==> config.mk <==
export PLATFORM = sky130hd
export DESIGN_NAME = uncompressed_png_stream_encoder
export DESIGN_NICKNAME = d
export VERILOG_FILES = /design/src/hw/rtl/upng_pkg.sv /design/src/hw/rtl/upng_front.sv /design/src/hw/rtl/upng_cmdq.sv /design/src/hw/rtl/upng_back.sv /design/src/hw/rtl/uncompressed_png_stream_encoder.sv
export VERILOG_INCLUDE_DIRS = /design/src /design/src/hw/rtl
export SDC_FILE = /design/constraint.sdc
export NUM_CORES = 2
export LEC_CHECK = 0
export BUFFER_PORTS_ARGS = -buffer_cell sky130_fd_sc_hd__buf_4
export CORE_ASPECT_RATIO = 1.4
export CORE_MARGIN = 2
export CORE_UTILIZATION = 35
export CTS_CLUSTER_SIZE = 12
export DETAILED_ROUTE_END_ITERATION = 8
export SLEW_MARGIN = 15
export SYNTH_ARGS = -nofsm -noshare
export SYNTH_HDL_FRONTEND = slang
export SYNTH_SLANG_ARGS = --single-unit
==> constraint.sdc <==
create_clock -name clk -period 14.05 [get_ports clk]
set_input_delay 0.7025 -clock clk [delete_from_list [all_inputs] [get_ports clk]]
set_output_delay 0.7025 -clock clk [all_outputs]
set_load 0.1 [all_outputs]
==> src/hw/rtl/uncompressed_png_stream_encoder_macros.svh <==
// ---------------------------------------------------------------------------
// Assertion macros for the PNG stream encoder.
// Each macro expects clk and rst_n in scope.
// ---------------------------------------------------------------------------
`ifndef UNCOMPRESSED_PNG_STREAM_ENCODER_MACROS_SVH
`define UNCOMPRESSED_PNG_STREAM_ENCODER_MACROS_SVH

`ifndef SYNTH
// Property must hold at every clock edge outside reset.
`define UPNG_ASSERT(lbl, prop) \
  lbl: assert property (@(posedge clk) disable iff (!rst_n) (prop)) \
    else $error("upng assertion failed");
// Condition must never be seen outside reset.
`define UPNG_ASSERT_NEVER(lbl, cond) \
  lbl: assert property (@(posedge clk) disable iff (!rst_n) !(cond)) \
    else $error("upng forbidden condition");
`else
`define UPNG_ASSERT(lbl, prop)
`define UPNG_ASSERT_NEVER(lbl, cond)
`endif

`endif

==> src/hw/rtl/upng_pkg.sv <==
`timescale 1ns / 1ps
// ---------------------------------------------------------------------------
// upng_pkg
// Shared types, constants and helper functions of the PNG stream encoder.
// ---------------------------------------------------------------------------
package upng_pkg;

  localparam int unsigned MAX_DIMENSION = 4096;
  localparam int unsigned DIM_W         = 13;
  localparam int unsigned RAW_W         = 26;

  localparam logic [31:0] CRC_POLY  = 32'hEDB88320;
  localparam logic [31:0] CRC_INIT  = 32'hFFFFFFFF;
  localparam logic [16:0] ADLER_MOD = 17'd65521;
  localparam logic [15:0] STORED_MAX = 16'hFFFF;

  // Configuration register indexes
  localparam logic [2:0] REG_WIDTH  = 3'd0;
  localparam logic [2:0] REG_HEIGHT = 3'd1;
  localparam logic [2:0] REG_MODE   = 3'd2;
  localparam logic [2:0] REG_FG     = 3'd3;
  localparam logic [2:0] REG_BG     = 3'd4;

  // One classified pixel handed from the front to the back
  typedef struct packed {
    logic                   trl_only;  // emit only the deferred trailer
    logic                   start;     // emit file header first
    logic                   filt;      // row starts: emit filter byte
    logic                   last_px;   // emit trailer after the pixel
    logic [23:0]            rgb;
    logic [DIM_W-1:0]       w;
    logic [DIM_W-1:0]       h;
    logic [RAW_W-1:0]       raw;       // raw byte count of the image
  } cmd_t;

  // Advance a reflected CRC-32 by one byte
  function automatic logic [31:0] crc_byte(logic [31:0] crc, logic [7:0] b);
    logic [31:0] c;
    c = crc ^ {24'd0, b};
    for (int k = 0; k < 8; k++) begin
      c = c[0] ? ((c >> 1) ^ CRC_POLY) : (c >> 1);
    end
    return c;
  endfunction

  // Big-endian byte k of a 32-bit word
  function automatic logic [7:0] be_byte(logic [31:0] v, logic [1:0] k);
    logic [7:0] r;
    unique case (k)
      2'd0: r = v[31:24];
      2'd1: r = v[23:16];
      2'd2: r = v[15:8];
      default: r = v[7:0];
    endcase
    return r;
  endfunction

endpackage

==> src/hw/rtl/upng_front.sv <==
`timescale 1ns / 1ps
// ---------------------------------------------------------------------------
// upng_front
// Holds the configuration, tracks raster position and classifies each
// pixel into a command for the byte sequencer.
// ---------------------------------------------------------------------------
module upng_front (
  input  logic                 clk,
  input  logic                 rst_n,
  input  logic                 cfg_we,
  input  logic [2:0]           cfg_index,
  input  logic [23:0]          cfg_data,
  input  logic                 in_valid,
  output logic                 in_ready,
  input  logic [15:0]          in_pixel_value,
  output upng_pkg::cmd_t       cmd,
  output logic                 cmd_push,
  input  logic                 cmd_full
);
  import upng_pkg::*;

  logic [DIM_W-1:0] width_r, height_r;
  logic             mode_r;
  logic [23:0]      fg_r, bg_r;

  logic             started_r, started_nxt;
  logic             trl_pend_r, trl_pend_nxt;
  logic [DIM_W-1:0] cur_w_r, cur_h_r;
  logic [11:0]      col_r, col_nxt;
  logic [11:0]      row_r, row_nxt;

  logic [DIM_W-1:0] w_clamp, h_clamp, cur_w, cur_h;
  logic [11:0]      col, row;
  logic             last_col, last_row, accept;
  logic [13:0]      w3p1;
  logic [23:0]      rgb;

  function automatic logic [DIM_W-1:0] clamp_dim(logic [DIM_W-1:0] d);
    logic [DIM_W-1:0] r;
    if (d == '0) begin
      r = DIM_W'(1);
    end else if (d > DIM_W'(MAX_DIMENSION)) begin
      r = DIM_W'(MAX_DIMENSION);
    end else begin
      r = d;
    end
    return r;
  endfunction

  // Write configuration registers
  always_ff @(posedge clk) begin
    if (!rst_n) begin
      width_r  <= DIM_W'(160);
      height_r <= DIM_W'(128);
      mode_r   <= 1'b0;
      fg_r     <= 24'hFFFFFF;
      bg_r     <= 24'h000000;
    end else if (cfg_we) begin
      unique case (cfg_index)
        REG_WIDTH:  width_r  <= cfg_data[DIM_W-1:0];
        REG_HEIGHT: height_r <= cfg_data[DIM_W-1:0];
        REG_MODE:   mode_r   <= cfg_data[0];
        REG_FG:     fg_r     <= cfg_data;
        REG_BG:     bg_r     <= cfg_data;
        default: ;
      endcase
    end
  end

  assign in_ready = !cmd_full;
  assign accept   = in_valid && in_ready;
  assign cmd_push = accept;

  // Geometry: latch on the first pixel of an image
  assign w_clamp  = clamp_dim(width_r);
  assign h_clamp  = clamp_dim(height_r);
  assign cur_w    = started_r ? cur_w_r : w_clamp;
  assign cur_h    = started_r ? cur_h_r : h_clamp;
  assign col      = started_r ? col_r : 12'd0;
  assign row      = started_r ? row_r : 12'd0;
  assign last_col = ({1'b0, col} + 13'd1) == cur_w;
  assign last_row = ({1'b0, row} + 13'd1) == cur_h;
  assign w3p1     = {1'b0, cur_w} + {cur_w, 1'b0} + 14'd1;

  // Expand the pixel to 8-bit colour
  always_comb begin
    if (mode_r) begin
      rgb = in_pixel_value[0] ? fg_r : bg_r;
    end else begin
      rgb = {in_pixel_value[15:11], in_pixel_value[15:13],
             in_pixel_value[10:5],  in_pixel_value[10:9],
             in_pixel_value[4:0],   in_pixel_value[4:2]};
    end
  end

  // Build the command
  always_comb begin
    cmd.trl_only = trl_pend_r;
    cmd.start    = !trl_pend_r && !started_r;
    cmd.filt     = !trl_pend_r && (col == 12'd0);
    cmd.last_px  = !trl_pend_r && started_r && last_col && last_row;
    cmd.rgb      = rgb;
    cmd.w        = cur_w;
    cmd.h        = cur_h;
    cmd.raw      = RAW_W'(cur_h) * RAW_W'(w3p1);
  end

  // Advance raster position
  always_comb begin
    started_nxt  = started_r;
    trl_pend_nxt = trl_pend_r;
    col_nxt      = col_r;
    row_nxt      = row_r;
    if (accept) begin
      if (trl_pend_r) begin
        trl_pend_nxt = 1'b0;
        started_nxt  = 1'b0;
      end else begin
        started_nxt = 1'b1;
        col_nxt     = last_col ? 12'd0 : col + 12'd1;
        row_nxt     = last_col ? row + 12'd1 : row;
        if (last_col && last_row) begin
          col_nxt = 12'd0;
          row_nxt = 12'd0;
          if (!started_r) begin
            trl_pend_nxt = 1'b1;
          end else begin
            started_nxt = 1'b0;
          end
        end
      end
    end
  end

  always_ff @(posedge clk) begin
    if (!rst_n) begin
      started_r  <= 1'b0;
      trl_pend_r <= 1'b0;
      col_r      <= 12'd0;
      row_r      <= 12'd0;
    end else begin
      started_r  <= started_nxt;
      trl_pend_r <= trl_pend_nxt;
      col_r      <= col_nxt;
      row_r      <= row_nxt;
    end
  end

  // Hold the geometry of the running image
  always_ff @(posedge clk) begin
    if (accept && !started_r) begin
      cur_w_r <= w_clamp;
      cur_h_r <= h_clamp;
    end
  end

endmodule

==> src/hw/rtl/upng_cmdq.sv <==
`timescale 1ns / 1ps
`include "uncompressed_png_stream_encoder_macros.svh"
// ---------------------------------------------------------------------------
// upng_cmdq
// Two-entry command queue between the classifier and the byte sequencer.
// ---------------------------------------------------------------------------
module upng_cmdq (
  input  logic           clk,
  input  logic           rst_n,
  input  upng_pkg::cmd_t push_cmd,
  input  logic           push,
  output logic           full,
  output upng_pkg::cmd_t head_cmd,
  output logic           head_valid,
  input  logic           pop
);
  import upng_pkg::*;

  cmd_t       mem_r [2];
  logic       wr_ptr_r, rd_ptr_r;
  logic [1:0] count_r;

  assign full       = (count_r == 2'd2);
  assign head_valid = (count_r != 2'd0);
  assign head_cmd   = mem_r[rd_ptr_r];

  // Store entries
  always_ff @(posedge clk) begin
    if (push) begin
      mem_r[wr_ptr_r] <= push_cmd;
    end
  end

  // Advance pointers and count
  always_ff @(posedge clk) begin
    if (!rst_n) begin
      wr_ptr_r <= 1'b0;
      rd_ptr_r <= 1'b0;
      count_r  <= 2'd0;
    end else begin
      if (push) begin
        wr_ptr_r <= !wr_ptr_r;
      end
      if (pop) begin
        rd_ptr_r <= !rd_ptr_r;
      end
      count_r <= count_r + {1'b0, push} - {1'b0, pop};
    end
  end

  `UPNG_ASSERT_NEVER(a_q_overflow, push && full && !pop)
  `UPNG_ASSERT_NEVER(a_q_underflow, pop && !head_valid)
  `UPNG_ASSERT_NEVER(a_q_count, count_r == 2'd3)

endmodule

==> src/hw/rtl/upng_back.sv <==
`timescale 1ns / 1ps
`include "uncompressed_png_stream_encoder_macros.svh"
// ---------------------------------------------------------------------------
// upng_back
// Byte sequencer: emits header, stored-block framing, raw bytes, trailer
// one byte per cycle unless stalled, keeping CRC-32 and Adler-32 running.
// ---------------------------------------------------------------------------
module upng_back (
  input  logic           clk,
  input  logic           rst_n,
  input  upng_pkg::cmd_t cmd,
  input  logic           cmd_valid,
  output logic           cmd_pop,
  output logic           out_valid,
  input  logic           out_ready,
  output logic [7:0]     out_byte,
  output logic           out_run_last,
  output logic           out_image_done
);
  import upng_pkg::*;

  localparam logic [1:0] PH_NEW = 2'd0;
  localparam logic [1:0] PH_HDR = 2'd1;
  localparam logic [1:0] PH_RAW = 2'd2;
  localparam logic [1:0] PH_TRL = 2'd3;

  logic [1:0]       ph_r, ph_nxt;
  logic [5:0]       idx_r, idx_nxt;
  logic [1:0]       slot_r, slot_nxt;
  logic [2:0]       bh_r, bh_nxt;
  logic [31:0]      crc_r, crc_nxt;
  logic [15:0]      adl_lo_r, adl_lo_nxt, adl_hi_r, adl_hi_nxt;
  logic [RAW_W-1:0] raw_left_r, raw_left_nxt;
  logic [15:0]      blk_left_r, blk_left_nxt;
  logic [10:0]      blocks_r;
  logic [26:0]      len_r;

  logic             out_valid_r, out_last_r, out_done_r;
  logic [7:0]       out_byte_r;

  logic [1:0]       cur_ph, cur_slot;
  logic [5:0]       cur_idx;
  logic [2:0]       cur_bh;
  logic             in_bh, adv, out_take, done, is_data;
  logic             crc_it, crc_clr, last, img_done;
  logic [7:0]       byte_v;
  logic [15:0]      blk, nblk;
  logic [31:0]      crc_out, w32, h32, len32;
  logic [26:0]      q_x, q_sum;
  logic [12:0]      blocks5;
  logic [16:0]      lo_sum, hi_sum;
  logic [15:0]      lo_m;

  assign out_take = !out_valid_r || out_ready;
  assign adv      = cmd_valid && out_take;

  // Resolve the position for a fresh command
  always_comb begin
    if (ph_r == PH_NEW) begin
      cur_ph   = cmd.trl_only ? PH_TRL : (cmd.start ? PH_HDR : PH_RAW);
      cur_idx  = 6'd0;
      cur_slot = cmd.filt ? 2'd0 : 2'd1;
      cur_bh   = 3'd0;
    end else begin
      cur_ph   = ph_r;
      cur_idx  = idx_r;
      cur_slot = slot_r;
      cur_bh   = bh_r;
    end
  end

  assign in_bh   = (cur_bh != 3'd0) || (blk_left_r == 16'd0);
  assign blk     = (raw_left_r > RAW_W'(STORED_MAX)) ? STORED_MAX : raw_left_r[15:0];
  assign nblk    = ~blk;
  assign crc_out = ~crc_r;
  assign w32     = {{(32-DIM_W){1'b0}}, cmd.w};
  assign h32     = {{(32-DIM_W){1'b0}}, cmd.h};
  assign len32   = {5'd0, len_r};

  // Block count and IDAT length
  assign q_x     = {1'b0, cmd.raw} + 27'd65534;
  assign q_sum   = q_x + (q_x >> 16) + 27'd1;
  assign blocks5 = {blocks_r, 2'b00} + {2'b00, blocks_r};

  // Select the byte for the current position
  always_comb begin
    byte_v   = 8'h00;
    crc_it   = 1'b0;
    crc_clr  = 1'b0;
    is_data  = 1'b0;
    last     = 1'b0;
    img_done = 1'b0;
    done     = 1'b0;
    unique case (cur_ph)
      PH_HDR: begin
        priority if (cur_idx < 6'd8) begin
          unique case (cur_idx[2:0])
            3'd0: byte_v = 8'h89;
            3'd1: byte_v = 8'h50;
            3'd2: byte_v = 8'h4E;
            3'd3: byte_v = 8'h47;
            3'd4: byte_v = 8'h0D;
            3'd5: byte_v = 8'h0A;
            3'd6: byte_v = 8'h1A;
            default: byte_v = 8'h0A;
          endcase
        end else if (cur_idx < 6'd12) begin
          byte_v  = be_byte(32'd13, cur_idx[1:0]);
          crc_clr = (cur_idx == 6'd8);
        end else if (cur_idx < 6'd16) begin
          byte_v = be_byte(32'h49484452, cur_idx[1:0]);
          crc_it = 1'b1;
        end else if (cur_idx < 6'd20) begin
          byte_v = be_byte(w32, cur_idx[1:0]);
          crc_it = 1'b1;
        end else if (cur_idx < 6'd24) begin
          byte_v = be_byte(h32, cur_idx[1:0]);
          crc_it = 1'b1;
        end else if (cur_idx < 6'd29) begin
          byte_v = (cur_idx == 6'd24) ? 8'h08 : ((cur_idx == 6'd25) ? 8'h02 : 8'h00);
          crc_it = 1'b1;
        end else if (cur_idx < 6'd33) begin
          byte_v = be_byte(crc_out, 2'(cur_idx - 6'd29));
        end else if (cur_idx < 6'd37) begin
          byte_v  = be_byte(len32, 2'(cur_idx - 6'd33));
          crc_clr = (cur_idx == 6'd33);
        end else if (cur_idx < 6'd41) begin
          byte_v = be_byte(32'h49444154, 2'(cur_idx - 6'd37));
          crc_it = 1'b1;
        end else begin
          byte_v = (cur_idx == 6'd41) ? 8'h78 : 8'h01;
          crc_it = 1'b1;
        end
      end
      PH_RAW: begin
        crc_it = 1'b1;
        if (in_bh) begin
          unique case (cur_bh)
            3'd0: byte_v = {7'd0, raw_left_r <= RAW_W'(STORED_MAX)};
            3'd1: byte_v = blk[7:0];
            3'd2: byte_v = blk[15:8];
            3'd3: byte_v = nblk[7:0];
            default: byte_v = nblk[15:8];
          endcase
        end else begin
          is_data = 1'b1;
          unique case (cur_slot)
            2'd0: byte_v = 8'h00;
            2'd1: byte_v = cmd.rgb[23:16];
            2'd2: byte_v = cmd.rgb[15:8];
            default: byte_v = cmd.rgb[7:0];
          endcase
          last = (cur_slot == 2'd3) && !cmd.last_px;
          done = last;
        end
      end
      PH_TRL: begin
        priority if (cur_idx < 6'd4) begin
          byte_v = be_byte({adl_hi_r, adl_lo_r}, cur_idx[1:0]);
          crc_it = 1'b1;
        end else if (cur_idx < 6'd8) begin
          byte_v = be_byte(crc_out, cur_idx[1:0]);
        end else if (cur_idx < 6'd12) begin
          byte_v  = 8'h00;
          crc_clr = (cur_idx == 6'd8);
        end else if (cur_idx < 6'd16) begin
          byte_v = be_byte(32'h49454E44, cur_idx[1:0]);
          crc_it = 1'b1;
        end else begin
          byte_v = be_byte(crc_out, cur_idx[1:0]);
        end
        last     = (cur_idx == 6'd19);
        img_done = last;
        done     = last;
      end
      default: ;
    endcase
  end

  // Adler-32 step
  assign lo_sum = {1'b0, adl_lo_r} + {9'd0, byte_v};
  assign lo_m   = (lo_sum >= ADLER_MOD) ? 16'(lo_sum - ADLER_MOD) : lo_sum[15:0];
  assign hi_sum = {1'b0, adl_hi_r} + {1'b0, lo_m};

  // Advance the sequencer
  always_comb begin
    ph_nxt       = ph_r;
    idx_nxt      = idx_r;
    slot_nxt     = slot_r;
    bh_nxt       = bh_r;
    crc_nxt      = crc_r;
    adl_lo_nxt   = adl_lo_r;
    adl_hi_nxt   = adl_hi_r;
    raw_left_nxt = raw_left_r;
    blk_left_nxt = blk_left_r;
    if (adv) begin
      if (crc_clr) begin
        crc_nxt = CRC_INIT;
      end else if (crc_it) begin
        crc_nxt = crc_byte(crc_r, byte_v);
      end
      unique case (cur_ph)
        PH_HDR: begin
          if (cur_idx == 6'd0) begin
            raw_left_nxt = cmd.raw;
            blk_left_nxt = 16'd0;
            adl_lo_nxt   = 16'd1;
            adl_hi_nxt   = 16'd0;
          end
          if (cur_idx == 6'd42) begin
            ph_nxt   = PH_RAW;
            idx_nxt  = 6'd0;
            slot_nxt = cmd.filt ? 2'd0 : 2'd1;
            bh_nxt   = 3'd0;
          end else begin
            ph_nxt  = PH_HDR;
            idx_nxt = cur_idx + 6'd1;
          end
        end
        PH_RAW: begin
          ph_nxt   = PH_RAW;
          slot_nxt = cur_slot;
          idx_nxt  = cur_idx;
          if (in_bh) begin
            bh_nxt = (cur_bh == 3'd4) ? 3'd0 : cur_bh + 3'd1;
            if (cur_bh == 3'd4) begin
              blk_left_nxt = blk;
            end
          end else begin
            bh_nxt       = 3'd0;
            adl_lo_nxt   = lo_m;
            adl_hi_nxt   = (hi_sum >= ADLER_MOD) ? 16'(hi_sum - ADLER_MOD) : hi_sum[15:0];
            blk_left_nxt = blk_left_r - 16'd1;
            raw_left_nxt = raw_left_r - RAW_W'(1);
            if (cur_slot == 2'd3) begin
              ph_nxt  = cmd.last_px ? PH_TRL : PH_NEW;
              idx_nxt = 6'd0;
            end else begin
              slot_nxt = cur_slot + 2'd1;
            end
          end
        end
        PH_TRL: begin
          ph_nxt  = (cur_idx == 6'd19) ? PH_NEW : PH_TRL;
          idx_nxt = cur_idx + 6'd1;
        end
        default: ;
      endcase
    end
  end

  assign cmd_pop = adv && done;

  always_ff @(posedge clk) begin
    if (!rst_n) begin
      ph_r       <= PH_NEW;
      idx_r      <= 6'd0;
      slot_r     <= 2'd0;
      bh_r       <= 3'd0;
      crc_r      <= CRC_INIT;
      adl_lo_r   <= 16'd1;
      adl_hi_r   <= 16'd0;
      raw_left_r <= '0;
      blk_left_r <= 16'd0;
    end else begin
      ph_r       <= ph_nxt;
      idx_r      <= idx_nxt;
      slot_r     <= slot_nxt;
      bh_r       <= bh_nxt;
      crc_r      <= crc_nxt;
      adl_lo_r   <= adl_lo_nxt;
      adl_hi_r   <= adl_hi_nxt;
      raw_left_r <= raw_left_nxt;
      blk_left_r <= blk_left_nxt;
    end
  end

  // Hold block count and IDAT length while the signature goes out
  always_ff @(posedge clk) begin
    if (adv && cur_ph == PH_HDR && cur_idx == 6'd0) begin
      blocks_r <= q_sum[26:16];
    end
    if (adv && cur_ph == PH_HDR && cur_idx == 6'd1) begin
      len_r <= {1'b0, cmd.raw} + {14'd0, blocks5} + 27'd6;
    end
  end

  // Output register
  always_ff @(posedge clk) begin
    if (!rst_n) begin
      out_valid_r <= 1'b0;
    end else if (out_take) begin
      out_valid_r <= cmd_valid;
    end
  end

  always_ff @(posedge clk) begin
    if (adv) begin
      out_byte_r <= byte_v;
      out_last_r <= last;
      out_done_r <= img_done;
    end
  end

  assign out_valid      = out_valid_r;
  assign out_byte       = out_byte_r;
  assign out_run_last   = out_last_r;
  assign out_image_done = out_done_r;

  `UPNG_ASSERT(a_done_last, out_valid_r && out_done_r |-> out_last_r)
  `UPNG_ASSERT_NEVER(a_bh_phase, bh_r != 3'd0 && ph_r != PH_RAW)
  `UPNG_ASSERT(a_trl_drained, ph_r == PH_TRL |-> raw_left_r == '0)
  `UPNG_ASSERT(a_data_used, adv && is_data |-> raw_left_r != '0 && blk_left_r != 16'd0)

endmodule

==> src/hw/rtl/uncompressed_png_stream_encoder.sv <==
`timescale 1ns / 1ps
// ---------------------------------------------------------------------------
// uncompressed_png_stream_encoder
// Streams raster pixels out as a complete truecolor PNG file.
//
//  Channel  | Ports                                       | Direction
//  ---------+---------------------------------------------+----------
//  pixels   | in_valid, in_ready, in_pixel_value           | in
//  bytes    | out_valid, out_ready, out_byte, out_run_last,| out
//           | out_image_done                              |
//  config   | cfg_we, cfg_index, cfg_data                 | in
//
// The byte sequencer sends one byte per cycle unless stalled; a pixel costs
// 3 bytes, 4 at the start of a row, plus 5 at each stored-block boundary, 43
// for the file header on the first pixel and 20 for the trailer on the last.
// A two-entry queue lets pixels be taken while earlier bytes still drain.
// Synchronous active-low reset; no clearing pass. out_ready low stalls the
// sequencer, and the queue then fills and drops in_ready.
// ---------------------------------------------------------------------------
module uncompressed_png_stream_encoder (
  input  logic        clk,
  input  logic        rst_n,
  input  logic        cfg_we,
  input  logic [2:0]  cfg_index,
  input  logic [23:0] cfg_data,
  input  logic        in_valid,
  output logic        in_ready,
  input  logic [15:0] in_pixel_value,
  output logic        out_valid,
  input  logic        out_ready,
  output logic [7:0]  out_byte,
  output logic        out_run_last,
  output logic        out_image_done
);
  import upng_pkg::*;

  cmd_t front_cmd, head_cmd;
  logic push, full, head_valid, pop;

  upng_front u_front (
    .clk            (clk),
    .rst_n          (rst_n),
    .cfg_we         (cfg_we),
    .cfg_index      (cfg_index),
    .cfg_data       (cfg_data),
    .in_valid       (in_valid),
    .in_ready       (in_ready),
    .in_pixel_value (in_pixel_value),
    .cmd            (front_cmd),
    .cmd_push       (push),
    .cmd_full       (full)
  );

  upng_cmdq u_cmdq (
    .clk        (clk),
    .rst_n      (rst_n),
    .push_cmd   (front_cmd),
    .push       (push),
    .full       (full),
    .head_cmd   (head_cmd),
    .head_valid (head_valid),
    .pop        (pop)
  );

  upng_back u_back (
    .clk            (clk),
    .rst_n          (rst_n),
    .cmd            (head_cmd),
    .cmd_valid      (head_valid),
    .cmd_pop        (pop),
    .out_valid      (out_valid),
    .out_ready      (out_ready),
    .out_byte       (out_byte),
    .out_run_last   (out_run_last),
    .out_image_done (out_image_done)
  );

endmodule

* Word level (Yosys, flattened, before mapping) *
Memories as Yosys holds them, arrays and structs flattened. A register that Yosys moved wholly into a read port is not among the register bits.
Cells that the tools add are included.

word-level totals
  register bits after elaboration = 299
  latch bits = 0
  RAM bits = 160
  bits in read-only memories = 0
  output and inout bits = 12
  memories kept = 1

memories
  name          words  width  read ports  clocked after Yosys merged registers in  wr ports  line             text
  u_cmdq.mem_r  2      80     1           1                                        1         upng_cmdq.sv:19  cmd_t mem_r [2];

operators by class
  $add $sub $neg = 26
  $mul = 1
  div/mod/pow operators = 0
  order comparisons = 16
  eq/ne operators = 42
  shift operators = 0
  muxes and demuxes = 131
  bitwise logic cells = 12
  reduce and logical (&&, ||, !) cells = 55

operators with widths
  cell                    count
  $mux 32                 10
  $mux 16                 9
  $pmux 8 s3              6
  $mux 8                  15
  $not 13->14             8
  $pmux 16 s2             3
  $mux 13                 6
  $mux 12                 6
  $mux 26                 2
  $pmux 26 s2             1
  $mux 24                 2
  $pmux 8 s6              1
  $ge 17x16->1 const B    2
  $mux 1                  34
  $not 32->32             1
  $pmux 8 s2              2
  $pmux 8 s4              1
  $sub 16x16->16 const B  2
  $xor 32x8->32           1
  $pmux 5 s3              2
  $add 26x13->27          1
  $add 26x16->27 const B  1
  $add 27x1->27 const B   1
  $add 27x11->27          1
  67 further kinds        165

* Longest topological paths before layout *
  word-level depth = 34
  depth in mapped cells = 42

* Hierarchy *
Synthesis repeated with hierarchy kept, for this count alone.

second synthesis, totals
  cell total of the unflattened synthesis = 3865
  area, all modules = 34835.9 um^2

modules (own cells, without submodules)
  module      instances  cells an instance  area an instance (um^2)
  upng_back   1          1967               15088.2
  upng_front  1          1628               13342.8
  upng_cmdq   1          270                6404.9

* Least setup slack after synthesis *
Ideal clock, no wire load.

  path kind = reg2reg
  start point = register u_front.started_r
  end point = memory u_cmdq.mem_r[0][24] (netlist bit) (data pin)
  data arrival time = 9.407 ns
  data required time = 13.788 ns
  path slack = 4.381 ns
  stages on the path, launching flop included = 38
  period minus slack after synthesis = 9.669 ns
  cell sequence = dfxtp_1 -> clkbuf_1 -> buf_1 -> clkbuf_1 -> clkbuf_1 -> clkbuf_1 -> clkbuf_1 -> clkbuf_1 -> o21ai_0 -> ha_1 -> o21a_1 -> o21ai_0 -> a21oi_1 -> o21ai_0 -> a21boi_0 -> o21ai_0 -> a21oi_1 -> nor2_1 -> (+2 left out) -> nand2_1 -> fa_1 -> inv_1 -> fa_1 -> fa_1 -> fa_1 -> fa_1 -> ha_1 -> and2_1 -> a221o_1 -> a31oi_1 -> nor2b_1 -> o31a_1 -> o41ai_1 -> o211ai_1 -> a31o_2 -> a21oi_1 -> xnor2_1

RTL lines
  element                 line               text
  from (decl)             upng_front.sv:26   logic started_r, started_nxt;
  from (signal assigned)  upng_front.sv:142  started_r <= started_nxt;
  to (decl)               upng_cmdq.sv:19

* Worst setup path after layout *
  start point = register u_back.ph_r[0]
  end point = register u_back.adl_hi_r[13]

between the ends
  longest elaborated chain between the ends = 23
  elaborated cells on any way between the ends = 99
  classes of those cells = add/sub: 7; order compare: 12; eq/ne: 26; mux: 39; reduce/logical: 15

RTL lines
  element                                         line                                                  text
  from (decl)                                     upng_back.sv:27                                       logic [1:0] ph_r, ph_nxt;
  from (signal assigned)                          upng_back.sv:266                                      ph_r <= ph_nxt;
  $logic_not 2->1                                 upng_back.sv:59                                       if (ph_r == PH_NEW) begin
  $mux 6                                          upng_back.sv:59
  $sub 2x1->2                                     upng_back.sv:123, upng_back.sv:125, upng_back.sv:128
  $eq 2x2->1 (tied with other cells)              upng_pkg.sv:49                                        unique case (k)
  $pmux 5 s3                                      upng_pkg.sv:49
  $mux 8                                          upng_back.sv:127                                      end else if (cur_idx < 6'd41) begin
  $mux 8                                          upng_back.sv:124                                      end else if (cur_idx < 6'd37) begin
  $mux 8                                          upng_back.sv:122                                      end else if (cur_idx < 6'd33) begin
  (+7 left out)                                   -
  net u_back.byte_v[0]                            upng_back.sv:46                                       logic [7:0] byte_v;
  $add 16x8->17 (*)                               upng_back.sv:181                                      assign lo_sum = {1'b0, adl_lo_r} + {9'd0, byte_v};
  $sub 16x16->16 or $ge 17x16->1 (tied branches)  upng_back.sv:182                                      assign lo_m = (lo_sum >= ADLER_MOD) ? 16'(lo_sum - ADLER_MOD) : lo_sum[15:0];
  $mux 16 (*)                                     upng_back.sv:182
  $add 16x16->17 (*)                              upng_back.sv:183                                      assign hi_sum = {1'b0, adl_hi_r} + {1'b0, lo_m};
  $sub 16x16->16 or $ge 17x16->1 (tied branches)  upng_back.sv:232                                      adl_hi_nxt = (hi_sum >= ADLER_MOD) ? 16'(hi_sum - ADLER_MOD) : hi_sum[15:0];
  $mux 16 (*)                                     upng_back.sv:232
  $mux 16 (*)                                     upng_back.sv:224                                      if (in_bh) begin
  $pmux 16 s2 (*)                                 upng_back.sv:202                                      unique case (cur_ph)
  to (signal assigned)                            upng_back.sv:272                                      adl_hi_r <= adl_hi_nxt;
  to (decl)                                       upng_back.sv:32                                       logic [15:0] adl_lo_r, adl_lo_nxt, adl_hi_r, adl_hi_nxt;

The timed path passes the listed nets; every way through them passes the cells marked *. The select of a mux whose other input is x is not followed.
A chain may end at the register's enable or synchronous reset.

==> run metrics <==
number of global-route vias before repair=26776; setup bufs post-CTS=0; Worst EP required=between 10 and 15 ns; vias=between 20000 and 30000; Routability Congestion=0.9439; number of distinct library cells after synthesis=97; min Tclk post-route=11.32 ns; Post-Route M1 WL=about 38000 um; status=finished, final reports clean; commonest non-fill, non-tap cell in the layout=nand2_1; DR pass1 iterations=9; row cnt=134; Iteration-0 DRC Markers=roughly 2200; Post-CTS Resized=0; root buf cell=clkbuf_16; clock skew=just over 0.06 ns; top cell type's share of synthesized area=about a fifth; Crit path buffers/inverters=2; GRT Total Usage=19.82%; Crit-path slowest cell=ha_1; total grt overflow=0; Final #Nets=4050; worst endpoint data arrival time=approximately 12 ns; Die Ht=between 300 and 400 um; CP most frequent cell=a21oi_1; Post-Synthesis Cells=3720; Worst VDD drop=between 0.1 and 0.15 mV; CTS buffer count=49; # IOs=60; clock sink total=460; die area=approximately 98000 um2; commonest cells after routing, fill and taps aside=nand2_1 (490), a21oi_1 (285), nor2_1 (285); synthesis-stage register bit count=460; Met3 Routed Length=3924 um; highest clock rate=88.36 MHz; Slew Limit Headroom=between 10% and 20%; layout cells sized above 1=7.758%; Pleak=0.01426 uW; Tot Pwr=5848 uW; IO buf count=59; Area Overhead vs Synth=9.387%; worst setup path startpoint=u_back.ph_r[0]$_SDFFE_PN0P_; top post-synthesis cells by area=edfxtp_1 (21%), dfxtp_1 (14%), fa_1 (8.2%); Netlist Area Pre-Place=around 33000 um2; Yosys Warn Count=0; Max Slew Vio Count=0; DP HPWL=roughly 73000 um; CP startpoint kind=flop; TNS Setup=0 ns; Slew @ Worst Pin=roughly 1.2 ns; Final Hold Vio Count=0; Max-Cap Viols=0; cell area power density=160.2 nW/um2; final worst-path cycle share=approximately four fifths; worst r2r src=u_back.ph_r[0]$_SDFFE_PN0P_; Seq/Total Area, Yosys=approximately 35%; CP delay by family, top=compound AO/OA/AOI/OAI gates; hold_sp=cfg_data[17]; Die Wd=roughly 260 um; Post-synth EDFFs=around 230; maximum buffer depth of the clock tree=3; Crit path largest cell delay=0.82 ns; Async SR Flop Fraction=0%; Clk Latency, worst-skew pair=~0.65 ns; Finish-stage setup viols=0; post-synth top area cell=edfxtp_1; FILL cells=9617; clock-pin slew on the worst setup and hold paths=approximately 0.060 ns; Antenna Violating Nets Remaining=0; Mean Syn Cell Area=~9 um2; Initial Util=35.17%; total core area=approximately 95000 um2; hold buffer count at CTS=0; DR DRC count=0; H-tree Lvls=2; initial antenna violation count=1; Hold WC Path Type=input pin to flop; largest net degree at the start of global routing=75; Via density=between 5 and 6; WL per Instance=between 15 and 20 um; routed wire length=~98000 um; met2 wire length=50610 um; Mapped Nets=4084; Top Metal Used=met4; Setup CP Type=flop to flop; predominant post-synthesis flop cell=edfxtp_1; worst hold margin=approximately 0.28 ns; first-pass GRT wire length=around 150000 um; unrepaired setup endpoints after global routing=false; CTS tree=yes; Worst Path Max Fanout=21; Crit. End Element=flop
[per-stage QoR]
stage	util, %	std cells	instance area (um2)	setup slack, ns
finish	38.47	4950	36510	2.733
global route	38.47	4950	36510	2.050
CTS	38.47	4949	36510	2.906
detailed placement	36.84	4859	34960	2.920
global placement	36.84	4859	34960	3.222
floorplan	-	3720	33380	4.381
[worst paths after layout]
kind         slack, ns                               end  cells past startpoint
max               2.73  u_back.adl_hi_r[13]$_SDFFE_PN0P_                     33
min               0.28     u_front.fg_r[17]$_SDFFE_PN1P_                      3
max reg2reg       2.73  u_back.adl_hi_r[13]$_SDFFE_PN0P_                     33
min reg2reg       0.45     u_front.bg_r[12]$_SDFFE_PN0P_                      2
[where the power goes]
part           switching (uW)  internal (uW)
logic                    1710           1080
registers                 132           1660
clock network             576            695
[logic make-up after synthesis]
family          after synthesis  share of synthesized area (%)
fa+ha+maj                   316                          14.91
simple gates               1274                          17.85
xor+xnor                    257                          7.187
compound gates              829                          15.83
mux                         134                          4.416
flops                       460                          34.61
buf+inv                     450                          5.200
[layout make-up]
class | count | area (um2) | share of cell area (%)
diodes | 1 | 2.502 | 0.006854
repair buffers | 101 | 758.2 | 2.077
multi-input cells | 2810 | 20120 | 55.12
clock inverters | 17 | 186.4 | 0.5106
inverters | 264 | 993.5 | 2.721
flip-flops and latches | 460 | 11560 | 31.65
well taps | 1224 | 1531 | 4.195
clock buffers | 73 | 1356 | 3.715
[worst min-delay path, delay by kind of cell]
family / cells / cell delay [ns]
buffers and inverters: 1 / 0.09
AND/OR/NAND/NOR: 2 / 0.10
[layer usage]
metal	vias up	GRT usage, %
met5	-	0
met1	13218	22.86
met4	0	9.333
li1	12987	-
met3	235	2.056
met2	690	36.52
[cells in the mapped netlist (all sizes together), types with 10 or more instances]
| master | number |
|---|---|
| mux2 | 46 |
| dfxtp | 226 |
| ha | 180 |
| or3 | 25 |
| inv | 263 |
| o22ai | 28 |
| nand2 | 490 |
| nor2b | 56 |
| nand2b | 44 |
| o211ai | 16 |
| a21o | 31 |
| o2111ai | 10 |
| a21boi | 11 |
| mux2i | 82 |
| o21bai | 12 |
| or4 | 13 |
| a21oi | 286 |
| o221ai | 20 |
| a22oi | 32 |
| nand4 | 17 |
| a31oi | 28 |
| a211oi | 23 |
| a221oi | 15 |
| and3 | 31 |
| fa | 136 |
| or2 | 19 |
| and2 | 40 |
| xnor2 | 174 |
| clkbuf | 146 |
| nand3 | 84 |
| nor2 | 289 |
| nor4 | 41 |
| edfxtp | 234 |
| o21ai | 178 |
| a222oi | 11 |
| xor2 | 80 |
| buf | 40 |
| o41ai | 12 |
| nor3 | 85 |
| o21a | 21 |
[registers in the layout, indices dropped and copies added, names as in the netlist, 3 cells and up, named ones only]
name / count
u_cmdq.mem_r: 160
u_back.crc_r: 32
u_back.len_r: 27
u_back.raw_left_r: 26
u_front.bg_r: 24
u_front.fg_r: 24
u_back.adl_hi_r: 16
u_back.adl_lo_r: 16
u_back.blk_left_r: 16
u_front.cur_h_r: 13
u_front.cur_w_r: 13
u_front.height_r: 13
u_front.width_r: 13
u_front.col_r: 12
u_front.row_r: 12
u_back.blocks_r: 11
u_back.out_byte: 8
u_back.idx_r: 6
u_back.bh_r: 3
No activity file was read; power rests on OpenSTA's default activity.
